===== config.mk =====
export PLATFORM = sky130hd
export DESIGN_NAME = sha1_stream_hash
export DESIGN_NICKNAME = d
export VERILOG_FILES = /design/src/rtl/sha1s_pkg.sv /design/src/rtl/sha1s_ctrl.sv /design/src/rtl/sha1s_dp.sv /design/src/rtl/sha1_stream_hash.sv
export SDC_FILE = /design/constraint.sdc
export NUM_CORES = 2
export LEC_CHECK = 0
export BUFFER_PORTS_ARGS = -buffer_cell sky130_fd_sc_hd__buf_2
export CAP_MARGIN = 10
export CORE_MARGIN = 2
export CORE_UTILIZATION = 51
export CTS_CLUSTER_SIZE = 8
export DETAILED_ROUTE_END_ITERATION = 10
export HOLD_SLACK_MARGIN = 0.02
export PLACE_DENSITY = 0.74
export SLEW_MARGIN = 20
export SYNTH_ARGS = -nofsm -noshare
export SYNTH_HDL_FRONTEND = slang
export SYNTH_SLANG_ARGS = --single-unit

===== constraint.sdc =====
create_clock -name clk -period 20.9 [get_ports clk]
set_input_delay 4.18 -clock clk [delete_from_list [all_inputs] [get_ports clk]]
set_output_delay 4.18 -clock clk [all_outputs]
set_load 0.05 [all_outputs]

===== src/rtl/sha1s_pkg.sv =====
// Shared definitions for the SHA-1 stream hash block.
// Holds the hash constants, byte-source codes and controller/datapath structs.
// No dependencies.
package sha1s_pkg;

  localparam logic [31:0] H0_INIT = 32'h67452301;
  localparam logic [31:0] H1_INIT = 32'hefcdab89;
  localparam logic [31:0] H2_INIT = 32'h98badcfe;
  localparam logic [31:0] H3_INIT = 32'h10325476;
  localparam logic [31:0] H4_INIT = 32'hc3d2e1f0;

  localparam logic [31:0] K_R0 = 32'h5a827999;
  localparam logic [31:0] K_R1 = 32'h6ed9eba1;
  localparam logic [31:0] K_R2 = 32'h8f1bbcdc;
  localparam logic [31:0] K_R3 = 32'hca62c1d6;

  localparam logic [7:0] PAD_BYTE  = 8'h80;
  localparam logic [5:0] FILL_LAST = 6'd63;
  localparam logic [5:0] FILL_PRE_LEN = 6'd55;
  localparam logic [6:0] ROUND_LAST = 7'd79;
  localparam logic [2:0] DIGEST_WORDS = 3'd5;

  // Source of the byte pushed into the block buffer
  localparam logic [1:0] SRC_DATA = 2'd0;
  localparam logic [1:0] SRC_PAD  = 2'd1;
  localparam logic [1:0] SRC_ZERO = 2'd2;
  localparam logic [1:0] SRC_LEN  = 2'd3;

  typedef struct packed {
    logic       push;     // shift one byte into the block buffer
    logic [1:0] src;      // byte source code
    logic [2:0] len_idx;  // length byte, 0 = most significant
    logic       load;     // copy chain words into the working words
    logic       round;    // run one compression round
    logic [6:0] rnd;      // round number
    logic       add;      // fold working words into the chain words
    logic       finish;   // capture digest and restart the message
  } cmd_t;

  typedef struct packed {
    logic [5:0] fill;     // bytes held in the block buffer
    logic       out_busy; // digest words still waiting to leave
  } sts_t;

endpackage


===== src/rtl/sha1s_ctrl.sv =====
// Controller state machine for the SHA-1 stream hash block.
// Sequences byte intake, padding, compression rounds and digest hand-off.
// Depends on sha1s_pkg.
module sha1s_ctrl
  import sha1s_pkg::*;
(
  input  logic clk,
  input  logic rst_n,
  input  logic in_tvalid,
  input  logic in_tuser,
  input  logic in_tlast,
  output logic in_tready,
  input  sts_t sts,
  output cmd_t cmd
);

  localparam logic [2:0] ST_IDLE  = 3'd0;
  localparam logic [2:0] ST_PAD   = 3'd1;
  localparam logic [2:0] ST_LOAD  = 3'd2;
  localparam logic [2:0] ST_ROUND = 3'd3;
  localparam logic [2:0] ST_ADD   = 3'd4;
  localparam logic [2:0] ST_FIN   = 3'd5;

  // Padding phase of the current message
  localparam logic [2:0] PH_NONE = 3'd0;
  localparam logic [2:0] PH_P80  = 3'd1;
  localparam logic [2:0] PH_ZERO = 3'd2;
  localparam logic [2:0] PH_LEN  = 3'd3;
  localparam logic [2:0] PH_DONE = 3'd4;

  logic [2:0] state_r, state_nxt;
  logic [2:0] ph_r, ph_nxt;
  logic [2:0] idx_r, idx_nxt;
  logic [6:0] rnd_r, rnd_nxt;

  always_ff @(posedge clk) begin
    if (!rst_n) begin
      state_r <= ST_IDLE;
      ph_r    <= PH_NONE;
      idx_r   <= '0;
      rnd_r   <= '0;
    end else begin
      state_r <= state_nxt;
      ph_r    <= ph_nxt;
      idx_r   <= idx_nxt;
      rnd_r   <= rnd_nxt;
    end
  end

  always_comb begin
    state_nxt   = state_r;
    ph_nxt      = ph_r;
    idx_nxt     = idx_r;
    rnd_nxt     = rnd_r;
    in_tready   = 1'b0;
    cmd         = '0;
    cmd.len_idx = idx_r;
    cmd.rnd     = rnd_r;
    case (state_r)
      ST_IDLE: begin
        in_tready = 1'b1;
        if (in_tvalid) begin
          cmd.push = in_tuser;
          cmd.src  = SRC_DATA;
          if (in_tlast) begin
            ph_nxt = PH_P80;
          end
          if (in_tuser && sts.fill == FILL_LAST) begin
            state_nxt = ST_LOAD;
          end else if (in_tlast) begin
            state_nxt = ST_PAD;
          end
        end
      end
      ST_PAD: begin
        cmd.push = 1'b1;
        case (ph_r)
          PH_P80:  cmd.src = SRC_PAD;
          PH_LEN:  cmd.src = SRC_LEN;
          default: cmd.src = SRC_ZERO;
        endcase
        if (ph_r == PH_LEN) begin
          idx_nxt = idx_r + 3'd1;
          if (idx_r == 3'd7) begin
            ph_nxt = PH_DONE;
          end
        end else if (sts.fill == FILL_PRE_LEN) begin
          ph_nxt  = PH_LEN;
          idx_nxt = '0;
        end else begin
          ph_nxt = PH_ZERO;
        end
        if (sts.fill == FILL_LAST) begin
          state_nxt = ST_LOAD;
        end
      end
      ST_LOAD: begin
        cmd.load  = 1'b1;
        rnd_nxt   = '0;
        state_nxt = ST_ROUND;
      end
      ST_ROUND: begin
        cmd.round = 1'b1;
        rnd_nxt   = rnd_r + 7'd1;
        if (rnd_r == ROUND_LAST) begin
          state_nxt = ST_ADD;
        end
      end
      ST_ADD: begin
        cmd.add = 1'b1;
        case (ph_r)
          PH_NONE: state_nxt = ST_IDLE;
          PH_DONE: state_nxt = ST_FIN;
          default: state_nxt = ST_PAD;
        endcase
      end
      ST_FIN: begin
        if (!sts.out_busy) begin
          cmd.finish = 1'b1;
          ph_nxt     = PH_NONE;
          state_nxt  = ST_IDLE;
        end
      end
      default: begin
        state_nxt = ST_IDLE;
      end
    endcase
  end

endmodule


===== src/rtl/sha1s_dp.sv =====
// Datapath for the SHA-1 stream hash block: block buffer and message
// schedule window, round logic, chain words, length counter, digest output.
// Depends on sha1s_pkg.
module sha1s_dp
  import sha1s_pkg::*;
(
  input  logic         clk,
  input  logic         rst_n,
  input  cmd_t         cmd,
  input  logic [7:0]   in_byte,
  output sts_t         sts,
  input  logic         out_tready,
  output logic         out_tvalid,
  output logic [31:0]  out_tdata,
  output logic         out_tlast
);

  // Byte buffer and schedule window: word j sits at [511-32j -: 32]
  logic [511:0] blk_r;
  logic [31:0]  h_r [5];
  logic [31:0]  a_r, b_r, c_r, d_r, e_r;
  logic [5:0]   fill_r;
  logic [63:0]  total_r;
  logic [159:0] dg_r;
  logic [2:0]   ocnt_r;

  logic [7:0]  push_byte;
  logic [63:0] bits;
  logic [31:0] f_val, k_val, t_val, w_new, w_x;

  assign bits = {total_r[60:0], 3'b000};

  always_comb begin
    case (cmd.src)
      SRC_DATA: push_byte = in_byte;
      SRC_PAD:  push_byte = PAD_BYTE;
      SRC_LEN:  push_byte = 8'(bits >> {~cmd.len_idx, 3'b000});
      default:  push_byte = 8'h00;
    endcase
  end

  always_comb begin
    if (cmd.rnd inside {[7'd0:7'd19]}) begin
      f_val = (b_r & c_r) | (~b_r & d_r);
      k_val = K_R0;
    end else if (cmd.rnd inside {[7'd20:7'd39]}) begin
      f_val = b_r ^ c_r ^ d_r;
      k_val = K_R1;
    end else if (cmd.rnd inside {[7'd40:7'd59]}) begin
      f_val = (b_r & c_r) | (b_r & d_r) | (c_r & d_r);
      k_val = K_R2;
    end else begin
      f_val = b_r ^ c_r ^ d_r;
      k_val = K_R3;
    end
  end

  assign t_val = {a_r[26:0], a_r[31:27]} + f_val + e_r + k_val + blk_r[511:480];
  assign w_x   = blk_r[95:64] ^ blk_r[255:224] ^ blk_r[447:416] ^ blk_r[511:480];
  assign w_new = {w_x[30:0], w_x[31]};

  always_ff @(posedge clk) begin
    if (cmd.push) begin
      blk_r <= {blk_r[503:0], push_byte};
    end else if (cmd.round) begin
      blk_r <= {blk_r[479:0], w_new};
    end
    if (cmd.load) begin
      a_r <= h_r[0];
      b_r <= h_r[1];
      c_r <= h_r[2];
      d_r <= h_r[3];
      e_r <= h_r[4];
    end else if (cmd.round) begin
      a_r <= t_val;
      b_r <= a_r;
      c_r <= {b_r[1:0], b_r[31:2]};
      d_r <= c_r;
      e_r <= d_r;
    end
    if (cmd.finish) begin
      dg_r <= {h_r[0], h_r[1], h_r[2], h_r[3], h_r[4]};
    end else if (out_tvalid && out_tready) begin
      dg_r <= {dg_r[127:0], 32'h0};
    end
  end

  always_ff @(posedge clk) begin
    if (!rst_n) begin
      h_r[0]  <= H0_INIT;
      h_r[1]  <= H1_INIT;
      h_r[2]  <= H2_INIT;
      h_r[3]  <= H3_INIT;
      h_r[4]  <= H4_INIT;
      fill_r  <= '0;
      total_r <= '0;
      ocnt_r  <= '0;
    end else begin
      if (cmd.finish) begin
        h_r[0]  <= H0_INIT;
        h_r[1]  <= H1_INIT;
        h_r[2]  <= H2_INIT;
        h_r[3]  <= H3_INIT;
        h_r[4]  <= H4_INIT;
        fill_r  <= '0;
        total_r <= '0;
        ocnt_r  <= DIGEST_WORDS;
      end else begin
        if (cmd.add) begin
          h_r[0] <= h_r[0] + a_r;
          h_r[1] <= h_r[1] + b_r;
          h_r[2] <= h_r[2] + c_r;
          h_r[3] <= h_r[3] + d_r;
          h_r[4] <= h_r[4] + e_r;
        end
        if (cmd.push) begin
          fill_r <= fill_r + 6'd1;
          if (cmd.src == SRC_DATA) begin
            total_r <= total_r + 64'd1;
          end
        end
        if (out_tvalid && out_tready) begin
          ocnt_r <= ocnt_r - 3'd1;
        end
      end
    end
  end

  assign sts.fill     = fill_r;
  assign sts.out_busy = (ocnt_r != 3'd0);
  assign out_tvalid   = (ocnt_r != 3'd0);
  assign out_tdata    = dg_r[159:128];
  assign out_tlast    = (ocnt_r == 3'd1);

endmodule


===== src/rtl/sha1_stream_hash.sv =====
// Streaming SHA-1: at most one message byte per input transaction, 160-bit digest out as
// five 32-bit big-endian words. Depends on sha1s_pkg, sha1s_ctrl, sha1s_dp.
// Intake pauses while each filled 64-byte block is compressed (load, 80 rounds at
// one per cycle, add). Closing pads 9..72 bytes plus 1 or 2 compressions, then
// captures the digest; words leave one per cycle while out_tready is high.
// Reset (rst_n low, synchronous) restores the chain, clears the length, drops output.
module sha1_stream_hash
  import sha1s_pkg::*;
(
  input  logic        clk,
  input  logic        rst_n,
  // Input channel
  input  logic        in_tvalid,
  output logic        in_tready,
  input  logic [7:0]  in_tdata,   // [7:0] data_byte
  input  logic        in_tuser,   // [0] byte_valid
  input  logic        in_tlast,   // end_of_message
  // Digest channel
  output logic        out_tvalid,
  input  logic        out_tready,
  output logic [31:0] out_tdata,  // [31:0] digest_word
  output logic        out_tlast   // word_last
);

  cmd_t cmd;
  sts_t sts;

  // Controller: owns the handshake on the input side, padding phase and
  // round counter. While a digest drains, the next message is still taken;
  // only its closing waits for the output to empty.
  sha1s_ctrl u_ctrl (
    .clk       (clk),
    .rst_n     (rst_n),
    .in_tvalid (in_tvalid),
    .in_tuser  (in_tuser),
    .in_tlast  (in_tlast),
    .in_tready (in_tready),
    .sts       (sts),
    .cmd       (cmd)
  );

  // Datapath: block buffer doubling as the schedule window, round unit,
  // chain words and the digest output register.
  sha1s_dp u_dp (
    .clk        (clk),
    .rst_n      (rst_n),
    .cmd        (cmd),
    .in_byte    (in_tdata),
    .sts        (sts),
    .out_tready (out_tready),
    .out_tvalid (out_tvalid),
    .out_tdata  (out_tdata),
    .out_tlast  (out_tlast)
  );

endmodule


==> run_results.csv <==
group,metric,value,unit
final_layout,drive_above_1_share,0.0775,
timing,max_slew.worst_pin.slew,1.31,ns
synthesis,synth.distinct_cells,89,
routing,wl_per_cell,20.3,um
global_routing,antenna_found_initial,4,
routing,num_vias,42100,
timing,setup_viol,0,
final_layout,diodes,0,
worst_setup_path,cp-start-kind,"input port",
power,internal-power,4.88,mW
clocking,h-tree-depth,4,
final_layout,final_common_cell,"nand2_1",
clocking,clockBufferDepth,3,
routing,postRouteAntennaNets,0,
routing,drtPass1Iterations,8,
routing,avgViaCountPerCell,5.76,
power,p_clk_frac,0.316,
clocking,clk_latency,0.77,ns
clocking,cts_tree,"done",
clocking,clk_pin_slew,0.05,ns
worst_hold_path,worst_hold_path_type,"flop to flop",
clocking,post_cts_buffers,0,
synthesis,syn-cell-area,58900,um2
global_routing,grt_overflow,0,
final_layout,nets,6119,
synthesis,synth_flop_cell,"edfxtp_1",
power,power.density,111,nW/um2
final_layout,fill_cells,9556,
final_layout,area_delta_synth_final,9.62,%
synthesis,synth-async-reset-ratio,0,
clocking,cts_resized,0,
job,max_cap_violations,0,
worst_setup_path,end_kind,"flop",
floorplan,core,115000,um2
run_status,status,"finished, final reports clean",
placed_design,place_congestion,0.955,
placed_design,port_buffers,48,
floorplan,rows,124,
clocking,cts_sinks,1078,
timing,fin_tns_setup,0,ns
synthesis,synth_edf_count,992,
timing,fmax,0.134,GHz
timing,slew_violations,0,
global_routing,grt_first_pass_wirelength,230000,um
worst_setup_path,crit_type,"input port to flop",
synthesis,ys_seq_area_frac,0.535,
worst_setup_path,worstPathRequired,21.52,ns
synthesis,yosys_warnings,0,
routing,drt_iter0_drc,4853,
global_routing,grt_pass1_vias,40400,
timing,period_share,0.357,
clocking,hold_buffers,0,
floorplan,fp.dieW,344,um
floorplan,pin_count,49,
global_routing,gr-usage-all-layers,0.250,
floorplan,die_h,344,um
timing,relSlewSlack,0.124,
power,switchingPower,2.30,mW
placed_design,place_area,60400,um2
synthesis,netlist_instances,5769,
synthesis,synth_nets,6137,
synthesis,yosys_register_bits,1078,
placed_design,place_hpwl,99400,um
timing,clock_skew,0.0443,ns
power,sw_frac_of_total,0.320,
worst_setup_path,path_max_fanout,108,
final_layout,layout_common_cells,"nand2_1, edfxtp_1, nor2_1, ha_1, inv_1",
floorplan,start_util,0.515,
timing,rsz0062_at_grt,"no",
power,seqPwrFrac,0.441,
power,p_leak,25.9,nW
floorplan,die_area,118000,um2
power,peakVddDrop,0.0864,mV
timing,hold_viol,0,
power,p_comb_frac,0.243,
synthesis,synth_area_per_cell,10.2,um2
clocking,cts_buffers,152,
routing,drc,0,
clocking,root_buffer,"clkbuf_16",
final_layout,finalInstanceArea,64600,um2
global_routing,grt_max_degree,247,
timing,period_minus_slack,7.46,ns
worst_setup_path,worstPathArrival,8.08,ns
routing,routed_wl,148000,um
==> synthesized netlist by cell type, types with 45 or more instances <==
cell type	number	share of area
nand2_1	2024	0.13
edfxtp_1	992	0.51
nor2_1	263	0.017
ha_1	230	0.049
inv_1	220	0.014
a21oi_1	205	0.017
clkbuf_1	200	0.013
o21ai_0	194	0.016
xnor2_1	187	0.028
mux2_2	132	0.025
fa_1	124	0.042
xor2_1	106	0.016
dfxtp_1	86	0.029
a21o_1	75	0.0096
nand3_1	65	0.0055
nor2b_1	54	0.0057
and2_1	48	0.0051
nor3_1	45	0.0038
==> power by group through the flow <==
stage	Clock (mW)	Combinational [mW]	Sequential (mW)
global route	2.38	1.95	3.20
detailed placement	0	1.72	3.20
floorplan	0	1.32	3.20
CTS	2.30	1.74	3.16
global placement	0	1.67	3.19
finish	2.26	1.74	3.17
==> critical path, stage by stage <==
cell and delay (ns):
buf_2 0.11, and2_1 0.25, o21ai_4 0.51, buf_4 0.89, buf_4 0.83, buf_4 0.88
nand2_1 0.16, nand2_1 0.12
==> kinds of logic (layout without fill, tap and decap cells) <==
| logic type | count (synthesis) | count (layout) | synth area share |
|---|---|---|---|
| AO/OA/AOI/OAI | 737 | 737 | 0.0796 |
| XOR/XNOR | 293 | 293 | 0.0435 |
| adder cells (fa/ha/maj) | 354 | 354 | 0.0909 |
| buffers and inverters | 477 | 504 | 0.0328 |
| flip-flops | 1078 | 1078 | 0.535 |
| multiplexers | 157 | 157 | 0.0323 |
| AND/OR/NAND/NOR | 2673 | 2673 | 0.186 |
==> per-stage QoR <==
step	instances	util	worst slack, ns	hold slack [ns]	total power, mW
finish	7308	0.564	13.44	0.497	7.17
CTS	7308	0.564	13.50	0.498	7.20
global route	7308	0.564	13.06	0.515	7.53
detailed placement	7109	0.527	12.71	0.479	4.92
floorplan	5769	-	3.84	0.454	4.52
global placement	7109	0.527	12.76	0.476	4.86
==> state kept, by name (all words and copies together) (netlist names), 61 cells and up <==
register,cells
u_dp.h_r,160
u_dp.blk_r,512
u_dp.dg_r,160
u_dp.total_r,61
==> per-layer routing <==
| layer | GRT usage | part of all wire | vias to the layer above |
|---|---|---|---|
| met5 | 0 | 0.000088 | - |
| met1 | 0.344 | 0.42 | 20500 |
| li1 | - | - | 19700 |
| met4 | 0.0966 | 0.036 | 2 |
| met3 | 0.0400 | 0.071 | 291 |
| met2 | 0.400 | 0.47 | 1552 |
==> final cells by class <==
| type | instances | area, um2 | share of cell area |
|---|---|---|---|
| Tap cell | 1512 | 1890 | 0.0293 |
| Multi-Input combinational cell | 4214 | 25600 | 0.396 |
| Timing Repair Buffer | 84 | 556 | 0.00860 |
| Clock buffer | 186 | 3950 | 0.0612 |
| Sequential cell | 1078 | 31500 | 0.488 |
| Clock inverter | 13 | 280 | 0.00434 |
| Inverter | 221 | 835 | 0.0129 |
==> final timing paths <==
| check | startpoint | cells past startpoint | to | slack (ns) |
|---|---|---|---|---|
| worst min register to register | u_dp.total_r[46] | 2 | u_dp.total_r[46] | 0.50 |
| worst min-delay path | u_dp.total_r[46] | 2 | u_dp.total_r[46] | 0.50 |
| worst max-delay path | in_tvalid | 8 | u_dp.blk_r[350] | 13.44 |
| worst max register to register | u_ctrl.rnd_r[1] | 25 | u_dp.a_r[30] | 13.64 |
No activity file was read; power rests on OpenSTA's default activity.
